<file path="src/bitmap_page_allocator_unit_defines.svh">
// Assertion macros for the bitmap page allocator.
// Included by the top level only; depends on nothing else.
`ifndef BITMAP_PAGE_ALLOCATOR_UNIT_DEFINES_SVH
`define BITMAP_PAGE_ALLOCATOR_UNIT_DEFINES_SVH

// The consequent must hold in the same cycle as the antecedent.
`define BPA_ASSERT_NOW(label, clk, rst_n, ante, cons) \
	label: assert property (@(posedge clk) disable iff (!rst_n) (ante) |-> (cons)) \
		else $error("bitmap page allocator: same-cycle check failed");

// The consequent must hold in the cycle after the antecedent.
`define BPA_ASSERT_NEXT(label, clk, rst_n, ante, cons) \
	label: assert property (@(posedge clk) disable iff (!rst_n) (ante) |=> (cons)) \
		else $error("bitmap page allocator: next-cycle check failed");

`endif

</file>
<file path="src/bpa_map_ram.sv">
// Used-map storage: one write port and one registered read port.
// Depends on nothing.
module bpa_map_ram #(
	parameter int DEPTH = 128,
	parameter int WIDTH = 32,
	localparam int AW = (DEPTH > 1) ? $clog2(DEPTH) : 1
) (
	input  logic             clk,
	input  logic             we,
	input  logic [AW-1:0]    waddr,
	input  logic [WIDTH-1:0] wdata,
	input  logic [AW-1:0]    raddr,
	output logic [WIDTH-1:0] rdata
);

	logic [WIDTH-1:0] mem [DEPTH];
	logic [WIDTH-1:0] rdata_q;

	always_ff @(posedge clk) begin
		if (we) begin
			mem[waddr] <= wdata;
		end
	end

	always_ff @(posedge clk) begin
		rdata_q <= mem[raddr];
	end

	assign rdata = rdata_q;

endmodule

</file>
<file path="config.mk">
export PLATFORM = sky130hd
export DESIGN_NAME = bpa_map_ram
export DESIGN_NICKNAME = d
export VERILOG_FILES = /design/src/bitmap_page_allocator_unit_defines.svh /design/src/bpa_map_ram.sv
export SDC_FILE = /design/constraint.sdc
export NUM_CORES = 2
export LEC_CHECK = 0
export BUFFER_PORTS_ARGS = -buffer_cell sky130_fd_sc_hd__clkbuf_2
export CAP_MARGIN = 15
export CORE_ASPECT_RATIO = 0.8
export CORE_UTILIZATION = 35
export DETAILED_ROUTE_END_ITERATION = 7
export PLACE_DENSITY = 0.49
export SLEW_MARGIN = 40
export SYNTH_ARGS = -nofsm -noshare
export SYNTH_HDL_FRONTEND = slang
export SYNTH_SLANG_ARGS = --single-unit
export TNS_END_PERCENT = 30
</file>
<file path="constraint.sdc">
create_clock -name clk -period 9.44 [get_ports clk]
set_input_delay 0.472 -clock clk [delete_from_list [all_inputs] [get_ports clk]]
set_output_delay 0.472 -clock clk [all_outputs]
set_load 0.1 [all_outputs]
</file>
==> metrics.txt <==
Yosys warning total 0; post-CTS resize count 0; reg-to-reg startpoint mem[55][0]$_DFFE_PP_; DR iter-0 viols 8795; RSZ-0062 raised after global routing false; Synth Instances 5990; Slew Viols, Final 0; fillcell total 38.3k; Total Power 38.7 mW; Final #Nets 6494; Die Area 449000 um2; worst setup path startpoint raddr[0]; Top Ports 80; CTS hold repair buffers 9; clk slew on worst S/H paths 0.06 ns; DR vias/cell 5.48; Max transition margin 36.8%; Crit Path Max Fanout 43; H-tree levels 5; Slew @ Worst Pin 0.944 ns; initial core utilization 35.1%; top achievable clock speed 267 MHz; Die Width 749 um; vias in the first global route 71.3k; wire per inst 34.1 um; clk_skew 0.0355 ns; Worst Path Required 10.30 ns; Startpoint Class primary input; largest net degree at the start of global routing 125; Leakage 54.4 nW; distinct cell type count of the synthesized netlist 17; Clk Latency, worst-skew pair 0.99 ns; max_cap viols 0; Mean Syn Cell Area 26.1 um2; vias 70.0k; wirelength, routed 436000 um; crit path kind in -> reg; Congestion Overflow GR 0; non-filler cells, final 12.8k; GPL Wtd Cong 0.775; CTS Sinks 4128; Final period util 39.7%; DP HPWL 234000 um; min-delay src wdata[26]; first-pass GRT wire length 596000 um; CTS tree done; DR DRC count 24; initial antenna violation count 82; Die Height 600 um; DRT Pass-1 Iters 7; Num CTS Buffers 410; Setup TNS 0 ns; IO buf count 79; final setup fails 0; post-layout util 40.5%; Pwr Density 215 nW/um2; Crit. End Element flop; Seq/Total Area, Yosys 79.1%; Final ANT Viol Nets 0; Layout area overhead 15.2%; mapped cell area 156000 um2; post-CTS setup buffer count 0; Worst EP arrival 4.61 ns; GRT Util Overall 19.2%; CTS max path bufs 4; min Tclk post-route 3.75 ns; HP Class in -> reg; Core Rows 219; fraction of layout cells with a size suffix above 1 35.7%; core footprint 445000 um2; Max VDD drop 0.141 mV; clock root buffer master clkbuf_16; failing checks design-rule violations; Synth Net Count 6038; outcome finished, violations left; Hold Violations, Final 0; Synth Register Bits 4128; Inst Count DP 12.0k
[flip-flops by register name, summed over array words and instances (netlist names)]
name   flops
mem     4096
rdata     32
[routing by layer]
layer  global-route usage [%]  vias up  part of all wire [%]
li1                         -    27404                     -
met1                     28.6    39523                    45
met4                     4.01       32                   1.9
met2                     29.0     2506                    45
met5                        0        -                 0.045
met3                     4.34      518                   8.4
[final cells by class]
cell class / instances / area, um2 / area share [%]
sequential: 4128 / 124000 / 68.7
multi-input combinational: 1546 / 32300 / 18.0
clock buffer: 527 / 11100 / 6.15
tap: 5967 / 7470 / 4.15
timing repair buffer: 360 / 3420 / 1.90
clock inverter: 223 / 2050 / 1.14
antenna: 30 / 75.1 / 0.0417
[critical path, stage by stage]
cell	delay [ns]
buf_12	0.31
buf_16	0.33
buf_4	0.65
buf_4	0.64
mux4_2	0.60
mux4_2	0.62
mux4_2	0.49
mux2_2	0.28
[cells in the final DEF, fill, tap and decap left out, types with 7 or more instances in the layout]
cell type / n
nor3_2: 9
clkbuf_1: 92
dlygate4sd3_1: 24
inv_6: 8
clkinv_1: 89
clkbuf_2: 41
clkinvlp_4: 13
nand3_2: 7
mux2_2: 32
buf_4: 228
buf_6: 20
edfxtp_1: 4096
clkinv_8: 7
nand2_1: 11
clkbuf_16: 421
bufinv_16: 34
mux4_2: 1344
dfxtp_1: 32
nor2_4: 119
diode_2: 30
clkinv_2: 69
clkbuf_8: 14
buf_16: 15
buf_12: 29
[per-stage QoR]
stage	hold slack [ns]	worst slack, ns	instance area [um2]
detailed placement	1.06	4.59	166000
global route	0.0594	5.48	180000
finish	0.0601	5.69	180000
CTS	0.0127	5.67	179000
floorplan	0.571	5.73	156000
global placement	1.04	4.66	166000
[Yosys cell counts, drive strengths merged]
library cell | count | area, um2
or3 | 1 | 6.26
nand4 | 3 | 18.8
nor3 | 9 | 45.0
nor2 | 122 | 458
nand3 | 12 | 60.1
mux2 | 32 | 360
mux4 | 1344 | 30300
edfxtp | 4096 | 123000
nand2b | 2 | 12.5
buf | 134 | 628
nand2 | 14 | 52.6
nor2b | 7 | 43.8
clkbuf | 182 | 683
dfxtp | 32 | 641
[report_power, final]
part / total (mW) / internal, mW / switching [mW]
clock: 16.1 / 9.19 / 6.94
sequential: 20.3 / 20.2 / 0.0689
combinational: 2.22 / 0.760 / 1.46
[path summary, 6_finish.rpt]
check	end	slack, ns	depth (start not counted)
setup / recovery	rdata[22]$_DFF_P_	5.69	8
hold / removal	mem[85][26]$_DFFE_PP_	0.06	1
setup reg to reg	rdata[0]$_DFF_P_	6.76	4
hold reg to reg	rdata[29]$_DFF_P_	1.12	4
[cell families (layout without fill, tap and decap cells)]
logic type	Yosys count	after routing	share of synthesized area, %
other	0	30	0
muxes	1376	1376	19.6
and+or+nand+nor	170	170	0.446
DFF	4128	4128	79.1
buffers and inverters	316	1110	0.839
(Power assumes the default switching activity.)
