==> src/bitmap_page_allocator_unit_defines.svh <==
// Assertion macros for the bitmap page allocator.
// Included by the top level only; depends on nothing else.
`ifndef BITMAP_PAGE_ALLOCATOR_UNIT_DEFINES_SVH
`define BITMAP_PAGE_ALLOCATOR_UNIT_DEFINES_SVH

// The consequent must hold in the same cycle as the antecedent.
`define BPA_ASSERT_NOW(label, clk, rst_n, ante, cons) \
	label: assert property (@(posedge clk) disable iff (!rst_n) (ante) |-> (cons)) \
		else $error("bitmap page allocator: same-cycle check failed");

// The consequent must hold in the cycle after the antecedent.
`define BPA_ASSERT_NEXT(label, clk, rst_n, ante, cons) \
	label: assert property (@(posedge clk) disable iff (!rst_n) (ante) |=> (cons)) \
		else $error("bitmap page allocator: next-cycle check failed");

`endif

==> src/bpa_sub_unit.sv <==
// Shared subtract and compare unit used by the free and init steps of the sequencer.
// Depends on nothing.
module bpa_sub_unit #(
	parameter int W = 16
) (
	input  logic [W-1:0] a,
	input  logic [W-1:0] b,
	output logic [W-1:0] diff,
	output logic         ge
);

	logic [W:0] full_diff;

	assign full_diff = {1'b0, a} - {1'b0, b};
	assign diff      = full_diff[W-1:0];
	assign ge        = ~full_diff[W];

endmodule

==> config.mk <==
export PLATFORM = sky130hd
export DESIGN_NAME = bpa_sub_unit
export DESIGN_NICKNAME = d
export VERILOG_FILES = /design/src/bitmap_page_allocator_unit_defines.svh /design/src/bpa_sub_unit.sv
export SDC_FILE = /design/constraint.sdc
export NUM_CORES = 1
export LEC_CHECK = 0
export BUFFER_PORTS_ARGS = -buffer_cell sky130_fd_sc_hd__buf_4
export CAP_MARGIN = 20
export CORE_MARGIN = 5
export CORE_UTILIZATION = 50
export DETAILED_ROUTE_END_ITERATION = 12
export GPL_TIMING_DRIVEN = 0
export PLACE_DENSITY = 0.89
export SYNTH_ARGS = -nofsm -noshare
export SYNTH_HDL_FRONTEND = slang
export SYNTH_SLANG_ARGS = --single-unit
export TNS_END_PERCENT = 30
==> constraint.sdc <==
create_clock -name vclk -period 3.2
set_input_delay 0.16 -clock vclk [all_inputs]
set_output_delay 0.16 -clock vclk [all_outputs]
set_load 0.05 [all_outputs]
==> results of run 1 <==
[stage by stage]
stage | total power, mW | instance area (sq um)
6_report | 0.434 | 1250
5_1_grt | 0.463 | 1250
4_1_cts | 0.434 | 1250
3_5_place_dp | 0.433 | 1250
3_3_place_gp | 0.423 | 1250
2_1_floorplan | 0.307 | 857
[layer usage]
metal  global-route usage (%)  part of all wire [%]
met5                        0                     0
met2                     38.1                    55
met3                     1.17                   5.7
met4                    0.437                     0
met1                     19.9                    39
[placed cells by master, fill, tap and decap left out, types with 2 or more instances in the layout]
| cell type | instances |
|---|---|
| a21o_1 | 4 |
| a21oi_1 | 16 |
| a31oi_1 | 2 |
| buf_2 | 4 |
| buf_4 | 49 |
| ha_1 | 16 |
| inv_1 | 20 |
| nand2_1 | 7 |
| nand2b_1 | 5 |
| nand3_1 | 2 |
| nand4_1 | 2 |
| nor2_1 | 7 |
| nor3_1 | 5 |
| o21a_1 | 3 |
| o21ai_0 | 2 |
| o21ai_1 | 4 |
| o31ai_1 | 2 |
| xnor2_1 | 10 |
[how the worst max path moves through the flow]
stage	startpoint	end	slack [ns]	cells after the start
after global routing	a[0]	diff[14]	0.62	11
after global placement	a[0]	diff[14]	0.81	11
final	a[0]	diff[14]	0.72	11
after CTS	a[0]	diff[14]	0.75	11
after floorplan	a[0]	diff[14]	0.66	9
after detailed placement	a[0]	diff[14]	0.76	11
[synthesized netlist by cell type (all sizes together) (2+ instances only)]
| library cell | instances |
|---|---|
| nand4 | 2 |
| inv | 20 |
| nor3 | 5 |
| o21a | 3 |
| xnor2 | 10 |
| nand2b | 6 |
| o21ai | 6 |
| ha | 16 |
| nor2 | 7 |
| nand3 | 2 |
| buf | 4 |
| a31oi | 2 |
| nand2 | 7 |
| a21oi | 17 |
| o31ai | 2 |
| a21o | 4 |
[cell families (layout without fill, tap and decap cells)]
group | Yosys count | after routing | synth area share (%)
XOR/XNOR | 11 | 11 | 11.2
AO/OA/AOI/OAI | 42 | 42 | 32.7
buffers and inverters | 25 | 74 | 11.7
adder cells (fa/ha/maj) | 17 | 17 | 25.7
AND/OR/NAND/NOR | 32 | 32 | 18.7
[worst min-delay path, cell delays in order]
cell and delay [ns]:
buf_4 0.08, ha_1 0.10, inv_1 0.03, buf_4 0.18
[power by group through the flow]
stage / Combinational, mW / Sequential [mW] / Clock [mW]
final: 0.434 / 0 / 0
after CTS: 0.434 / 0 / 0
after detailed placement: 0.433 / 0 / 0
after global routing: 0.463 / 0 / 0
after floorplan: 0.307 / 0 / 0
after global placement: 0.423 / 0 / 0
[area by class of cell]
cell class                      instances  area, sq um  area share [%]
Multi-Input combinational cell        102          757            60.7
Buffer                                  5         25.0            2.01
Tap cell                               17         21.3            1.71
Timing Repair Buffer                   49          368            29.5
Inverter                               20         75.1            6.02
==> qor.yml, run 1 <==
synthesis:
  syn_area_sq_um: 857
  yosysWarningCount: 0
  synth.distinct_cells: 33
  yosysTopAreaCell: "ha_1"
  synth_nets: 176
  synth_top_area_share_pct: 23.4
  synthTopCellsByArea: "ha_1, xnor2_1, a21oi_1"
  syn_area_per_cell_sq_um: 6.75
  ys_seq_area_share_pct: 0
  synthesis.instances: 127
power_and_ir_drop:
  p_seq_share_pct: 0
  swShare_pct: 64.0
  clock_power_share_pct: 0
  pwr_density_cell_nw_per_um2: 348
  switchingPower_uw: 278
  pwr-share-comb_pct: 100.0
  p_leak_nw: 0.686
  ir_drop_mv: 0.279
  p_int_uw: 156
route:
  drtPass1Iterations: 4
  routedWlPerCell_microns: 12.4
  drt_iter0_markers: 14
  wirelength_microns: 2390
  vias: 1038
  drc: 0
  via_per_inst: 5.38
  final_antenna_net_count: 0
setup_path:
  critPathRequiredTime_ns: 3.04
  slowest_delay_ns: 0.41
  critPathLaunchType: "input port"
  path_class: "input port to output port"
  cp-end-kind: "output port"
  crit_top_cell: "buf_4"
  cp.arrival_ns: 2.32
  crit_chain: "buf_4, inv_1, ha_1, fa_1, and2b_1, o2111ai_2, a21boi_2, a41oi_1, o31ai_1, a21oi_1, buf_4"
  critPathTopFamily: "compound AO/OA/AOI/OAI gates"
  cpMaxStageDelayCell: "fa_1"
  crit_buf_inv: 3
  cp_max_fo: 4
timing:
  slew_viol_final: 0
  fin_ws_ns: 0.720
  period_needed_ns: 2.48
  setup_tns_ns: 0
  holdWs_ns: 0.708
  maxClockFrequency_ghz: 0.403
  period_share_pct: 77.5
  slew_headroom_pct: 77.2
  finalHoldViolations: 0
  finalSetupViolCount: 0
  worst_slew_pin_slew_ns: 0.338
  rsz0062_at_grt: "false"
die:
  die_height_microns: 51.4
  start_util_pct: 51.3
  die_area_sq_um: 2640
  core.rowCount: 15
  core_area_sq_um: 1670
  ioPinCount: 49
  die_w_microns: 51.4
clocking:
  ctsHoldBuffers: 0
  post-cts-setup-buffers: 0
  ctsResizeCount: 0
final_layout:
  seq_cell_count: 0
  seq_area_sq_um: 0
  fillCellCount: 139
  fin_cells: 193
  areaGrowthSynthToFinish_pct: 45.4
  drive_gt1_share_pct: 34.1
  fin_util_pct: 74.6
  n_antenna_cell: 0
  nNetsFinal: 227
  n_clock_buffer: 0
hold_path:
  worstHoldPathCells: 4
  min_path_type: "input port to output port"
  hold_path_end: "diff[0]"
  hold_path_startpoint: "b[0]"
global_routing:
  grt_pass1_wl_microns: 3950
  grt_max_degree: 9
  track_usage_pct: 18.0
  grt_overflow: 0
  grt_pass1_vias: 989
  antenna_found_initial: 0
flow_run:
  drv_cap: 0
place:
  gp_congestion: 0.791
  dp_hpwl_microns: 2080
  numPortBuffers: 49
  detailedPlace.worstSlack_ns: 0.760
  place_inst: 193
status:
  status: "complete, no violations"
Power figures use the tool's default switching activity.
==> inputs of run 2 (changes only) <==
ABC_AREA = 1   (was default)
PLACE_DENSITY = 0.85   (was 0.89)
clock period = 2.5 ns   (was 3.2 ns; I/O delays follow)
==> run 2 against run 1 <==
Net effect: non-clock buffer count shrank 5; synthesized area is 22% higher; power up 25%; global-route usage fell by 1.7 points; first-iteration DRC count rose by 86%; setup slack better by 0.0019 ns; routed wire length increased by 0.59%; synthesized cell count increased by 62%; die area grew 17%; critical endpoint is now diff[12]; largest power group unchanged; highest routed layer unchanged.
==> qor.yml, run 2 <==
synthesis:
  synth_nets: 255
  synth_top_family_by_area: "simple AND/OR/NAND/NOR gates"
  synth_xor_area_share_pct: 5.88
  synth-compound-area-share_pct: 5.40
  synthMuxAreaShare_pct: 0
  synth.distinct_cells: 19
  ys_seq_area_share_pct: 0
  yosysWarningCount: 0
  yosysMostFrequentCell: "nand2_1"
  yosysTopAreaCell: "nand2_1"
  synthesis.instances: 206
  synth.top_cells.by_count: "nand2_1, inv_1, ha_1, nand3_1, nor2_1"
  synth_top_area_share_pct: 27.7
  syn_area_sq_um: 1040
  synth-adder-area-share_pct: 21.1
  synthTopCellsByArea: "nand2_1, inv_1, ha_1"
  syn_area_per_cell_sq_um: 5.06
  synth_simple_gate_area_share_pct: 46.3
power_and_ir_drop:
  ir_drop_mv: 0.304
  pwr_density_cell_nw_per_um2: 375
  p_leak_nw: 0.997
route:
  drt_iter0_markers: 26
  routedWlPerCell_microns: 8.51
  vias: 1236
  via_per_inst: 4.38
  final_antenna_net_count: 0
  drtPass1Iterations: 4
  wirelength_microns: 2400
  drc: 0
setup_path:
  critPathRequiredTime_ns: 2.38
  cpMaxStageDelayCell: "fa_1"
  crit_chain: "buf_4, inv_1, ha_1, fa_1, inv_1, nand3_1, nand3_1, nand3_1, nand3_1, nand2_1, nand2_1, buf_4"
  slowest_delay_ns: 0.40
  cp_max_fo: 3
  path_class: "input port to output port"
  critPathLaunchType: "input port"
  critPathTopFamily: "adder cells"
  cp-end-kind: "output port"
  crit_buf_inv: 4
  crit_top_cell: "nand3_1"
  cp.arrival_ns: 1.65
hold_path:
  hold_path_startpoint: "b[0]"
  hold_path_end: "diff[0]"
  min_path_type: "input port to output port"
  worstHoldPathCells: 4
global_routing:
  grt_pass1_wl_microns: 4530
  grt_pass1_vias: 1110
  grt_max_degree: 6
  grt_overflow: 0
  track_usage_pct: 16.3
  antenna_found_initial: 0
die:
  die_w_microns: 55.7
  die_area_sq_um: 3100
  die_height_microns: 55.7
  ioPinCount: 49
  start_util_pct: 52.6
  core.rowCount: 16
  core_area_sq_um: 1980
final_layout:
  final_cell_mix: "nand2_1, inv_1, buf_4"
  nNetsFinal: 306
  drive_gt1_share_pct: 24.3
  fin_util_pct: 72.9
  final_common_cell: "nand2_1"
  n_clock_buffer: 0
  fin_cells: 282
  seq_area_sq_um: 0
  n_antenna_cell: 0
  areaGrowthSynthToFinish_pct: 38.5
  seq_cell_count: 0
clocking:
  post-cts-setup-buffers: 0
  ctsResizeCount: 0
  ctsHoldBuffers: 0
timing:
  fin_ws_ns: 0.722
  slew_viol_final: 0
  period_share_pct: 71.1
  worst_slew_pin_slew_ns: 0.198
  setup_tns_ns: 0
  period_needed_ns: 1.78
  finalHoldViolations: 0
  slew_headroom_pct: 86.8
  finalSetupViolCount: 0
  maxClockFrequency_ghz: 0.562
  rsz0062_at_grt: "false"
place:
  gp_congestion: 0.883
  detailedPlace.worstSlack_ns: 0.718
  place_inst: 282
  numPortBuffers: 49
  dp_hpwl_microns: 2180
status:
  status: "complete, no violations"
flow_run:
  drv_cap: 0
-- run 2: worst max path at each step --
stage,start,end,slack [ns],depth (start not counted)
floorplan,a[0],diff[8],0.47,8
global route,a[0],ge,0.57,12
CTS,a[0],diff[12],0.71,12
detailed placement,a[0],diff[12],0.72,12
global placement,a[0],diff[12],0.72,12
finish,a[0],diff[12],0.72,12
-- run 2: cell type report --
class	instances	area (sq um)
Fill cell	189	538
Inverter	59	221
Multi-Input combinational cell	147	821
Tap cell	27	33.8
Timing Repair Buffer	49	368
-- run 2: through the flow --
| step | hold slack (ns) | total power [mW] | cell area (sq um) |
|---|---|---|---|
| floorplan | 0.531 | 0.388 | 1040 |
| CTS | 0.639 | 0.546 | 1440 |
| detailed placement | 0.638 | 0.545 | 1440 |
| finish | 0.638 | 0.542 | 1440 |
| global route | 0.658 | 0.593 | 1440 |
| global placement | 0.636 | 0.540 | 1440 |
-- run 2: cells by family after synthesis --
kind of cell             Yosys count
AND/OR/NAND/NOR                  113
buffers and inverters             59
adder cells (fa/ha/maj)           17
AO/OA/AOI/OAI                     10
XOR/XNOR                           7
-- run 2: worst min-delay path, cell delays in order --
cell   delay [ns]
buf_4        0.08
ha_1         0.10
inv_1        0.03
buf_4        0.18
-- run 2: routing by layer --
| layer | vias up | track usage [%] | routed length [microns] |
|---|---|---|---|
| met2 | 26 | 27.5 | 1100 |
| met3 | 0 | 1.39 | 133 |
| li1 | 709 | - | - |
| met1 | 501 | 23.9 | 1170 |
| met5 | - | 0 | 0 |
| met4 | 0 | 0 | 0 |
-- run 2: power by group --
| group | switching (mW) | internal, mW |
|---|---|---|
| sequential | 0 | 0 |
| clock | 0 | 0 |
| combinational | 0.357 | 0.185 |
| total | 0.357 | 0.185 |
